**config.mk**
```make
export PLATFORM = sky130hd
export DESIGN_NAME = opr_front
export DESIGN_NICKNAME = d
export VERILOG_FILES = /design/src/opr_pkg.sv /design/src/opr_front.sv
export SDC_FILE = /design/constraint.sdc
export NUM_CORES = 1
export LEC_CHECK = 0
export ABC_CLOCK_PERIOD_IN_PS = 36000
export BUFFER_PORTS_ARGS = -buffer_cell sky130_fd_sc_hd__buf_4
export CAP_MARGIN = 20
export CORE_AREA = 3 3 246 248
export DETAILED_ROUTE_END_ITERATION = 12
export DIE_AREA = 0 0 249 251
export PLACE_DENSITY = 0.64
export SYNTH_ARGS = -nofsm -noshare
export SYNTH_HDL_FRONTEND = slang
export SYNTH_SLANG_ARGS = --single-unit
```
**constraint.sdc**
```tcl
create_clock -name clk -period 36 [get_ports clk]
set_input_delay 1.8 -clock clk [delete_from_list [all_inputs] [get_ports clk]]
set_output_delay 1.8 -clock clk [all_outputs]
set_load 0.005 [all_outputs]
```
**src/opr_pkg.sv**
```systemverilog
package opr_pkg;

    localparam int MaxTerms    = 256;
    localparam int TermIdxW    = 8;
    localparam int MaxExponent = 7;
    localparam int FracBits    = 24;
    localparam int ExpW        = 3;
    localparam int NumVars     = 5;
    localparam int NumCoefs    = 4;
    localparam int QueueDepth  = 2;

    localparam logic REQ_LOAD  = 1'b0;
    localparam logic REQ_EVENT = 1'b1;

    typedef struct packed {
        logic                    kind;
        logic [TermIdxW-1:0]     index;
        logic [14:0]             exps;
        logic [NumCoefs*32-1:0]  coefs;
        logic [NumVars*32-1:0]   vals;
    } opr_req_t;

    // round half up, clamp to 32 bits
    function automatic logic signed [31:0] fx_round_clamp(input logic signed [63:0] p);
        logic signed [63:0] r;
        r = (p + (64'sd1 <<< (FracBits - 1))) >>> FracBits;
        if (r > 64'sh7FFF_FFFF) return 32'sh7FFF_FFFF;
        if (r < -64'sh8000_0000) return 32'sh8000_0000;
        return r[31:0];
    endfunction

    function automatic logic signed [63:0] fx_round(input logic signed [63:0] p);
        return (p + (64'sd1 <<< (FracBits - 1))) >>> FracBits;
    endfunction

endpackage

```
**src/opr_front.sv**
```systemverilog
module opr_front import opr_pkg::*; (
    input  logic     clk,
    input  logic     rst_n,
    input  logic     in_valid,
    output logic     in_ready,
    input  opr_req_t in_req,
    output logic     q_valid,
    input  logic     q_ready,
    output opr_req_t q_req
);
    localparam int PtrW = $clog2(QueueDepth);

    opr_req_t           buf_reg [QueueDepth];
    logic [PtrW-1:0]    wr_reg, rd_reg;
    logic [PtrW:0]      cnt_reg;
    logic               push, pop;

    assign in_ready = (cnt_reg != (PtrW+1)'(QueueDepth));
    assign q_valid  = (cnt_reg != '0);
    assign q_req    = buf_reg[rd_reg];
    assign push     = in_valid && in_ready;
    assign pop      = q_valid && q_ready;

    always_ff @(posedge clk)
    begin
        if (push)
        begin
            buf_reg[wr_reg] <= in_req;
        end
    end

    always_ff @(posedge clk or negedge rst_n)
    begin
        if (!rst_n)
        begin
            wr_reg  <= '0;
            rd_reg  <= '0;
            cnt_reg <= '0;
        end
        else
        begin
            if (push) wr_reg <= wr_reg + 1'b1;
            if (pop)  rd_reg <= rd_reg + 1'b1;
            cnt_reg <= cnt_reg + (PtrW+1)'(push) - (PtrW+1)'(pop);
        end
    end
endmodule

```
-- Word-level counts from Yosys, hierarchy flattened
Memory sizes are Yosys's and may differ from the RTL's.
Cells that the tools add are included.
- $add $sub $neg: 4
- eq/ne operators: 1
- muxes and demuxes: 2
- reduce and logical (&&, ||, !) cells: 3
- operator list (operator ; number):
    adder 1 bit (second input constant) ; 2
    adder 2 x 1 -> 2 bit ; 1
    logical AND 1 bit ; 2
    two-way mux 1 bit ; 2
    inequality test 2 bit (second input constant) ; 1
    nonzero test 2 bit ; 1
    subtractor 2 x 1 -> 2 bit ; 1
- register bits after elaboration: 4
- RAM bits: 624
- logic and storage cells: 14
- memories: 1
- memories (memory ; depth ; bits a word ; rd ports ; clocked after Yosys merged registers in ; write ports ; line ; RTL):
    buf_reg ; 2 ; 312 ; 1 ; 0 ; 1 ; opr_front.sv:13 ; opr_req_t buf_reg [QueueDepth];

-- Logic depth before layout (Yosys ltp)
Gate-level depths: netlist (run 1).
- depth after elaboration: 4
- depth in mapped cells: 5

-- Worst setup path before layout (run 1)
OpenSTA, ideal clock, no wires.
- kind: input -> register
- start: input in_valid
- end: memory buf_reg[0][0] in the netlist's numbering (enable)
- setup time: 0.991 ns
- data arrival time: 14.791 ns
- path slack: 20.218 ns
- stages on the path: 2
- cells stage by stage: nand2_1 nor2_1
- longest elaborated chain between the ends: 3
- RTL lines (element ; line ; RTL):
    start: declaration ; opr_front.sv:4 ; input logic in_valid,
    logical AND 1 bit ; opr_front.sv:21 ; assign push = in_valid && in_ready;
    two-way mux 1 bit ; opr_front.sv:26 ; if (push)
    two-way mux 1 bit (implied by the code) ; opr_front.sv:28 ; buf_reg[wr_reg] <= in_req;
    end: declaration ; opr_front.sv:13 ;
No other way between the ends.

==> results of run 1 <==
-- cell families after synthesis --
group           after synthesis
simple gates                 10
compound gates                4
flops                       628
mux                         312
fa+ha+maj                     1
buf+inv                      35
xor+xnor                      3
-- metrics by stage --
stage	total power, mW	std cells
2_1_floorplan	1.61	993
3_3_place_gp	1.91	2369
3_5_place_dp	1.92	2370
4_1_cts	2.60	2495
5_1_grt	2.67	2499
6_report	2.56	2499
-- routing by layer --
metal / up-vias / part of all wire / global-route usage
met5: - / 0.0010 / 0
met4: 8 / 0.030 / 0.0714
met3: 89 / 0.082 / 0.0629
met2: 408 / 0.53 / 0.304
met1: 5967 / 0.36 / 0.184
li1: 5335 / - / -
-- power by group through the flow --
stage               sequential, mW  combinational [mW]  clock (mW)
finish                        1.06               0.835       0.666
detailed placement            1.07               0.849           0
floorplan                     1.12               0.488           0
global route                  1.07               0.884       0.714
CTS                           1.06               0.850       0.687
global placement              1.07               0.844           0
-- worst register-to-register path: stages (launching register included) --
cell      delay (ns)
dfrtp_1         0.43
nand2b_1        0.23
nand2_1         0.14
nor2_4          0.12
buf_12          0.57
buf_4           0.92
buf_4           0.88
-- synth_stat cells --
| library cell | number |
|---|---|
| buf_6 | 31 |
| mux2_2 | 42 |
| a211oi_1 | 1 |
| or2_2 | 1 |
| nand2b_1 | 1 |
| a32oi_1 | 1 |
| xnor2_1 | 3 |
| o21ai_0 | 1 |
| dfrtp_1 | 4 |
| edfxtp_1 | 624 |
| buf_2 | 4 |
| ha_1 | 1 |
| a21bo_2 | 1 |
| nand2_1 | 2 |
| mux2_4 | 270 |
| nor2_1 | 3 |
| nand3_1 | 1 |
| nor2b_1 | 1 |
| and3_1 | 1 |
-- worst paths after layout --
kind | slack (ns) | startpoint | to | cells past startpoint
worst max-delay path | 30.37 | rd_reg | q_req[208] | 4
worst min-delay path | 0.55 | wr_reg | wr_reg | 1
worst max register to register | 32.28 | cnt_reg[0] | buf_reg[0][117] | 6
worst min register to register | 0.55 | wr_reg | wr_reg | 1
max in group asynchronous | 34.87 | rst_n | rd_reg | 1
min in group asynchronous | 1.02 | rst_n | cnt_reg[0] | 1
-- cell type report --
cell class                 instances  share of cell area
tap                              773              0.0307
clock buffer                      85              0.0587
sequential                       628               0.598
timing repair buffer             639               0.154
multi-input combinational        330               0.148
antenna                            4            0.000318
clock inverter                    40              0.0101
==> summary.txt, run 1 <==
Final layout
  • Cell area after layout: 31500 µm²
  • Most frequent cells in the layout: buf_4, edfxtp_1, mux2_4, clkbuf_16, mux2_2
  • Max reg flops: 624
  • Share of cells above drive strength 1: 0.609
  • Area occupied by multi-input gates: 4660 µm²
  • Nets: 1984
  • FILL cells: 4643
  • Area Growth Syn to Fin: 32.1%
  • Final core utilization: 0.537
  • Register area: 18800 µm²
  • Commonest non-fill, non-tap cell in the layout: buf_4

Timing
  • Final Max Tran Viols: 0
  • Maximum clock frequency: 178 MHz
  • Final setup vio count: 0
  • Final WS setup: 30.37 ns
  • Setup Total Neg Slack: 0 ns
  • Final Cycle Share: 0.156
  • Slew @ Worst Pin: 1.23 ns
  • Min cycle time layout: 5.63 ns
  • Slew margin rel.: 0.182
  • Final Hold Fails: 0
  • Final Skew: 0.0199 ns
  • RSZ-0062 raised after global routing: false
  • Final Hold Slack: 0.552 ns

Setup path
  • Top cell by count, worst path: buf_4
  • Crit-path max cell delay: 0.94 ns
  • CP max-delay cell: dfrtp_4
  • Worst path cell trace: buf_4, buf_4, mux2_4, buf_4
  • Critical path class: reg2out
  • Critical path endpoint category: output port
  • CP Data Required Time: 34.20 ns
  • Max FO, Critical Path: 52
  • Arrival @ worst endpoint: 3.83 ns
  • Worst Path Buf+Inv: 3
  • Crit-path leading delay family: buffers and inverters
  • Worst setup SP type: flop

Synth
  • Synth warnings: 0
  • XOR/XNOR Fraction of Synth Area: 0.00110
  • Compound-Gate Fraction of Synth Area: 0.00131
  • Yosys top cell area share: 0.786
  • Cell count after synthesis: 993
  • Mapped Nets: 1310
  • Multiplexer share of the synthesized area: 0.190
  • Top cells by area, synth: edfxtp_1, mux2_4, mux2_2
  • Mapped Area: 23900 µm²
  • Yosys cell types: 19
  • Largest family of logic cells by synthesized area: multiplexers
  • Yosys reg bits: 628
  • Post-synthesis sequential area ratio: 0.790
  • Avg Inst Size Synth: 24.0 µm²
  • Area leader, netlist: edfxtp_1
  • Post-synthesis adder-cell area fraction: 0.000525
  • Simple-gate share of the synthesized area: 0.00205

Clock network
  • CTS Buf Count: 68
  • Clock Tree Buf Depth: 3
  • Clk sinks: 628
  • Number of cells upsized or downsized after cts: 0
  • Clock-pin slew on the worst setup and hold paths: 0.05 ns
  • CTS tree: done
  • Clk root buf: clkbuf_16
  • Setup Buffers After CTS: 0
  • Htree depth: 3
  • Hold-fix buffers at CTS: 0
  • Worst-Skew Late Latency: 0.58 ns

Global routing
  • Overflow after GRT: 0
  • Initial antenna violation count: 8
  • Vias in the first global route: 12300
  • Gr usage total: 0.171
  • First-pass GRT wire length: 79300 µm
  • Largest net degree at the start of global routing: 175

Placed design
  • Pre-CTS setup slack: 30.78 ns
  • Final GP Congestion: 0.785
  • Port bufs: 629
  • Placed inst area: 29300 µm²
  • Post-DP HPWL: 39200 µm

Floorplanning
  • Die height: 251 µm
  • Die ar.: 62500 µm²
  • Core area: 58700 µm²
  • Chip Width: 249 µm
  • Starting density of the core: 0.406
  • I/O pin total: 630
  • Row cnt: 89

Power
  • Sw power: 0.687 mW
  • Sw Ratio: 0.269
  • Cell-internal power: 1.87 mW
  • Leakage: 12.4 nW
  • Gate power share: 0.327
  • Clock Power Share: 0.260
  • Seq pwr share: 0.413
  • Peak VDD IR: 0.0000535 V
  • P per Cell Area: 81.1 nW/µm²

Outcome
  • Status: finished clean

Worst hold path
  • Hold Crit Class: reg2reg

Routing
  • Antenna viol nets, final: 0
  • Iter 0 DRT Violations: 648
  • Via count: 11800
  • DRC: 0
  • Vias/cell: 4.72
  • First-pass detailed-route iteration total: 4
  • Drt total wl: 56100 µm
  • Drt wl/cell: 22.4 µm

Flow run
  • Max-cap viol count: 0
No activity file was read; power rests on OpenSTA's default activity.
==> run 2, diff against run 1 <==
==> config.mk (replaced) <==
export PLATFORM = sky130hd
export DESIGN_NAME = opr_front
export DESIGN_NICKNAME = d
export VERILOG_FILES = /design/src/opr_pkg.sv /design/src/opr_front.sv
export SDC_FILE = /design/constraint.sdc
export NUM_CORES = 1
export LEC_CHECK = 0
export ABC_CLOCK_PERIOD_IN_PS = 5000
export BUFFER_PORTS_ARGS = -buffer_cell sky130_fd_sc_hd__buf_4
export CAP_MARGIN = 20
export CORE_AREA = 3 3 241 243
export DETAILED_ROUTE_END_ITERATION = 12
export DIE_AREA = 0 0 244 246
export PLACE_DENSITY = 0.69
export SYNTH_ARGS = -nofsm -noshare
export SYNTH_HDL_FRONTEND = slang
export SYNTH_SLANG_ARGS = --single-unit
==> constraint.sdc (replaced) <==
create_clock -name clk -period 5 [get_ports clk]
set_input_delay 0.25 -clock clk [delete_from_list [all_inputs] [get_ports clk]]
set_output_delay 0.25 -clock clk [all_outputs]
set_load 0.005 [all_outputs]
==> run 2 against run 1 <==
Sequential power increased to 7.1 times the previous value; worst hold slack got worse by 0.16 ns; global-route usage increased by 1.9 points; clock-buffer cell count decreased by 5; total power increased to 7.3 times the previous value; cell area increased by 9.9%; sequential share of layout area decreased by 5.4 points; critical path depth decreased by 1; via count increased by 11%; routed wire length increased by 4.6%; die area decreased by 4.0%.
==> summary.txt, run 2 (same netlist as run 1, synthesis figures left out) <==
Global routing
  • Vias in the first global route: 14600
  • First-pass GRT wire length: 87200 µm
  • Largest net degree at the start of global routing: 104
  • Overflow after GRT: 0
  • Gr usage total: 0.190
  • Initial antenna violation count: 3

Routing
  • First-pass detailed-route iteration total: 5
  • Drt wl/cell: 21.0 µm
  • Vias/cell: 4.70
  • Antenna viol nets, final: 0
  • Via count: 13100
  • DRC: 0
  • Drt total wl: 58700 µm
  • Iter 0 DRT Violations: 633

Setup path
  • CP Data Required Time: 4.75 ns
  • Critical path endpoint category: output port
  • Arrival @ worst endpoint: 2.76 ns
  • Worst setup SP type: flop
  • Max FO, Critical Path: 44
  • Critical path class: reg2out

Final layout
  • Fin cells: 2795
  • Most frequent cells in the layout: buf_4, edfxtp_1, dlygate4sd3_1, mux2_4, clkbuf_16
  • Max reg flops: 624
  • Share of cells above drive strength 1: 0.518
  • Cell area after layout: 34600 µm²
  • Area Growth Syn to Fin: 45.1%
  • Commonest non-fill, non-tap cell in the layout: buf_4
  • Nets: 2305

Floorplanning
  • Core area: 56200 µm²
  • Row cnt: 87
  • Starting density of the core: 0.425
  • Chip Width: 244 µm
  • I/O pin total: 630
  • Die ar.: 60000 µm²
  • Die height: 246 µm

Clock network
  • Worst-Skew Late Latency: 0.59 ns
  • Htree depth: 3
  • Clk sinks: 628
  • Number of cells upsized or downsized after cts: 0
  • CTS Buf Count: 66
  • Clock Tree Buf Depth: 3
  • Clk root buf: clkbuf_16
  • CTS tree: done
  • Clock-pin slew on the worst setup and hold paths: 0.06 ns

Outcome
  • Status: finished clean

Placed design
  • Port bufs: 629
  • Post-DP HPWL: 37600 µm
  • Final GP Congestion: 0.833
  • Placed inst area: 29400 µm²
  • Dpl cells: 2360
  • Pre-CTS setup slack: 2.50 ns

Timing
  • Final setup vio count: 0
  • Slew margin rel.: 0.450
  • Maximum clock frequency: 332 MHz
  • Final WS setup: 1.99 ns
  • Final Cycle Share: 0.602
  • Final Hold Slack: 0.388 ns
  • Final Max Tran Viols: 0
  • RSZ-0062 raised after global routing: false
  • Final Hold Fails: 0
  • Min cycle time layout: 3.01 ns
  • Slew @ Worst Pin: 0.826 ns
  • Final Skew: 0.0190 ns

Flow run
  • Max-cap viol count: 0

Power
  • Sw Ratio: 0.275
  • P per Cell Area: 537 nW/µm²
  • Clock Power Share: 0.250
  • Peak VDD IR: 0.000463 V
  • Gate power share: 0.342
  • Seq pwr share: 0.408
  • Total power: 18.6 mW
  • Sw power: 5.11 mW
  • Cell-internal power: 13.5 mW
  • Leakage: 13.7 nW

Worst hold path
  • Hold Crit Class: in2reg
## run 2: cell types whose count changed in the layout (fill, tap and decap cells not counted), moves of 2 or more
cell,before,now
dlygate4sd3_1,0,316
inv_6,1,3
buf_4,635,639
clkinv_1,20,11
clkbuf_16,72,66
buf_12,3,7
## run 2: timing repair
item,CTS,global route
buffers inserted,0,0
endpoints found under the hold margin,630,0
hold buffers,316,0
## run 2: stage by stage
stage | utilization | setup TNS [ns]
CTS | 0.616 | 0
floorplan | - | -204.58
global route | 0.616 | 0
detailed placement | 0.523 | 0
finish | 0.616 | 0
global placement | 0.523 | 0
## run 2: critical path: stages, from the launching register on
cell and delay [ns]:
dfrtp_4 0.97, buf_4 0.64, mux2_2 0.42, buf_4 0.14
## run 2: cell type report
type | instances | area (µm²)
Timing Repair Buffer | 962 | 8100
Sequential cell | 628 | 18800
Tap cell | 756 | 946
Clock buffer | 80 | 1700
Antenna cell | 5 | 12.5
Fill cell | 3909 | 21600
Multi-Input combinational cell | 330 | 4670
Clock inverter | 34 | 333
## run 2: power by group through the flow
| stage | clock network, mW | logic [mW] | registers (mW) |
|---|---|---|---|
| 2_1_floorplan | 0 | 3.52 | 7.70 |
| 3_3_place_gp | 0 | 6.15 | 7.61 |
| 3_5_place_dp | 0 | 6.17 | 7.68 |
| 4_1_cts | 4.76 | 6.41 | 7.57 |
| 5_1_grt | 4.99 | 6.70 | 7.69 |
| 6_report | 4.65 | 6.36 | 7.57 |
## run 2: worst paths after layout
check                       startpoint         endpoint  slack, ns  depth (start not counted)
max in group asynchronous        rst_n           rd_reg       4.17                          3
setup reg to reg            cnt_reg[0]   buf_reg[1][42]       2.56                          3
min in group asynchronous        rst_n       cnt_reg[0]       0.63                          3
hold / removal             in_req[307]  buf_reg[1][307]       0.39                          2
hold reg to reg                 wr_reg           wr_reg       0.56                          1
setup / recovery                rd_reg       q_req[297]       1.99                          3
## run 2: metal layers
| metal | global-route usage | part of all wire |
|---|---|---|
| met1 | 0.210 | 0.36 |
| met2 | 0.346 | 0.54 |
| met3 | 0.0502 | 0.064 |
| met4 | 0.0821 | 0.038 |
| met5 | 0 | 0 |
==> run 3, diff against run 2 <==
==> config.mk (replaced) <==
export PLATFORM = sky130hd
export DESIGN_NAME = opr_front
export DESIGN_NICKNAME = d
export VERILOG_FILES = /design/src/opr_pkg.sv /design/src/opr_front.sv
export SDC_FILE = /design/constraint.sdc
export NUM_CORES = 1
export LEC_CHECK = 0
export ABC_AREA = 1
export ABC_CLOCK_PERIOD_IN_PS = 2500
export BUFFER_PORTS_ARGS = -buffer_cell sky130_fd_sc_hd__buf_4
export CAP_MARGIN = 20
export CORE_AREA = 3 3 246 248
export DETAILED_ROUTE_END_ITERATION = 12
export DIE_AREA = 0 0 249 251
export PLACE_DENSITY = 0.65
export SYNTH_ARGS = -nofsm -noshare
export SYNTH_HDL_FRONTEND = slang
export SYNTH_SLANG_ARGS = --single-unit
==> constraint.sdc (replaced) <==
create_clock -name clk -period 2.5 [get_ports clk]
set_input_delay 0.125 -clock clk [delete_from_list [all_inputs] [get_ports clk]]
set_output_delay 0.125 -clock clk [all_outputs]
set_load 0.005 [all_outputs]
==> run 3 against run 2 <==
Setup slack got worse by 1.8 ns; critical endpoint is now q_req[102]; die area increased by 4.1%; non-clock buffer count is 18 higher; worst hold slack worse by 0.13 ns; sequential power up 97%; synthesized cell count up 67%; clock-buffer cell count grew 2.
==> summary.txt, run 3 <==
Timing
  • Final WS setup: 0.148 ns
  • Maximum clock frequency: 425 MHz
  • Final Max Tran Viols: 0
  • Final Hold Fails: 0
  • Slew margin rel.: 0.466
  • Final Cycle Share: 0.941
  • Setup Total Neg Slack: 0 ns
  • Slew @ Worst Pin: 0.802 ns
  • RSZ-0062 raised after global routing: false
  • Final setup vio count: 0
  • Final Skew: 0.0175 ns
  • Min cycle time layout: 2.35 ns

Synth
  • Avg Inst Size Synth: 13.9 µm²
  • Yosys reg bits: 628
  • Synth warnings: 0
  • Mapped Nets: 1978
  • Post-synth EDFFs: 624
  • Top_reg_cell synth: edfxtp_1
  • Asr flop ratio synth: 0.00637
  • Mapped Area: 23000 µm²
  • Yosys cell types: 15
  • Post-synthesis sequential area ratio: 0.818
  • Most frequent cell after synthesis: nand2_1
  • Top cells by area, synth: edfxtp_1, nand2_1, buf_6
  • Synth cell count leaders: nand2_1, edfxtp_1, buf_2
  • Area leader, netlist: edfxtp_1
  • Cell count after synthesis: 1661
  • Yosys top cell area share: 0.814

Floorplanning
  • Row cnt: 89
  • Starting density of the core: 0.392
  • Core area: 58700 µm²
  • Chip Width: 249 µm
  • Die height: 251 µm
  • Die ar.: 62500 µm²
  • I/O pin total: 630

Power
  • P per Cell Area: 1110 nW/µm²
  • Peak VDD IR: 0.000969 V
  • Leakage: 14.4 nW
  • Total power: 37.7 mW

Setup path
  • Max FO, Critical Path: 62
  • Arrival @ worst endpoint: 2.23 ns
  • Worst setup SP type: flop
  • FF-to-FF setup slack: 0.65 ns
  • Critical path class: reg2out
  • R2R depth: 6
  • Critical path endpoint category: output port
  • CP Data Required Time: 2.38 ns

Clock network
  • Clk root buf: clkbuf_16
  • Worst-Skew Late Latency: 0.59 ns
  • Htree depth: 3
  • Clock-pin slew on the worst setup and hold paths: 0.06 ns
  • Setup Buffers After CTS: 0
  • Clk sinks: 628
  • CTS tree: done
  • CTS Buf Count: 66
  • Clock Tree Buf Depth: 3

Routing
  • Via count: 16100
  • First-pass detailed-route iteration total: 5
  • Iter 0 DRT Violations: 1021
  • Drt wl/cell: 18.2 µm
  • DRC: 0
  • Vias/cell: 4.63
  • Drt total wl: 63100 µm
  • Antenna viol nets, final: 0

Global routing
  • Vias in the first global route: 16600
  • Largest net degree at the start of global routing: 172
  • First-pass GRT wire length: 95100 µm
  • Initial antenna violation count: 5
  • Overflow after GRT: 0
  • Gr usage total: 0.196

Final layout
  • Max reg flops: 624
  • Register area: 18800 µm²
  • Share of cells above drive strength 1: 0.286
  • Final core utilization: 0.580
  • Nets: 2957
  • Commonest non-fill, non-tap cell in the layout: nand2_1
  • Area occupied by multi-input gates: 3630 µm²
  • FILL cells: 4458
  • Area Growth Syn to Fin: 47.9%
  • Most frequent cells in the layout: nand2_1, buf_4, edfxtp_1, dlygate4sd3_1, clkbuf_16
  • Fin cells: 3468

Worst hold path
  • Hold Crit Class: in2reg
  • WHS Path Cells: 2

Placed design
  • Final GP Congestion: 0.841
  • Post-DP HPWL: 40900 µm
  • Pre-CTS setup slack: 0.659 ns
  • Dpl cells: 3029
  • Port bufs: 629

Outcome
  • Status: finished clean

Flow run
  • Max-cap viol count: 0
run 3: per-layer routing:
layer / track usage / share of wire / up-vias
li1: - / - / 7594
met1: 0.231 / 0.38 / 7629
met2: 0.340 / 0.50 / 725
met3: 0.0583 / 0.089 / 120
met4: 0.0785 / 0.034 / 0
met5: 0 / 0 / -
run 3: logic make-up (layout without fill, tap and decap cells):
kind of cell | Yosys count | after routing | share of synthesized area
AO/OA/AOI/OAI | 2 | 2 | 0.000434
AND/OR/NAND/NOR | 952 | 952 | 0.155
adder cells (fa/ha/maj) | 1 | 1 | 0.000543
XOR/XNOR | 1 | 1 | 0.000381
other | 0 | 6 | 0
flip-flops | 628 | 628 | 0.818
buffers and inverters | 77 | 1105 | 0.0249
run 3: through the flow:
stage	area (µm²)	hold slack, ns
floorplan	23000	-0.171
detailed placement	28600	-0.0739
CTS	34000	0.217
global placement	28600	-0.0766
finish	34100	0.262
global route	34000	0.234
run 3: path summary, 6_finish.rpt:
check                             from               to
max                             rd_reg       q_req[102]
min                        in_req[249]  buf_reg[1][249]
max reg2reg                 cnt_reg[0]  buf_reg[1][285]
min reg2reg                 cnt_reg[0]       cnt_reg[0]
max in group asynchronous        rst_n           rd_reg
min in group asynchronous        rst_n           rd_reg
run 3: cell type report:
class	instances	share of cell area
Sequential cell	628	0.553
Timing Repair Buffer	980	0.245
Multi-Input combinational cell	956	0.107
Antenna cell	6	0.000441
Clock buffer	82	0.0521
Clock inverter	35	0.0133
Inverter	8	0.00110
Tap cell	773	0.0284
run 3: power by group:
| part | total [mW] | switching, mW | internal [mW] |
|---|---|---|---|
| Clock | 9.96 | 3.95 | 6.01 |
| Combinational | 12.8 | 7.35 | 5.47 |
| Sequential | 14.9 | 0.551 | 14.3 |
| Total | 37.7 | 11.9 | 25.8 |
run 3: what timing repair did:
action	in CTS	in global routing
endpoints found under the setup margin	0	1
resized for setup	0	1
hold endpoints to repair	632	0
hold buffers	316	0
run 3: critical path, stage by stage (launching register included):
cell and delay (ns):
dfrtp_4 0.54, inv_8 0.38, buf_12 0.29, nand2_1 0.07, nand2_1 0.19, buf_4 0.16
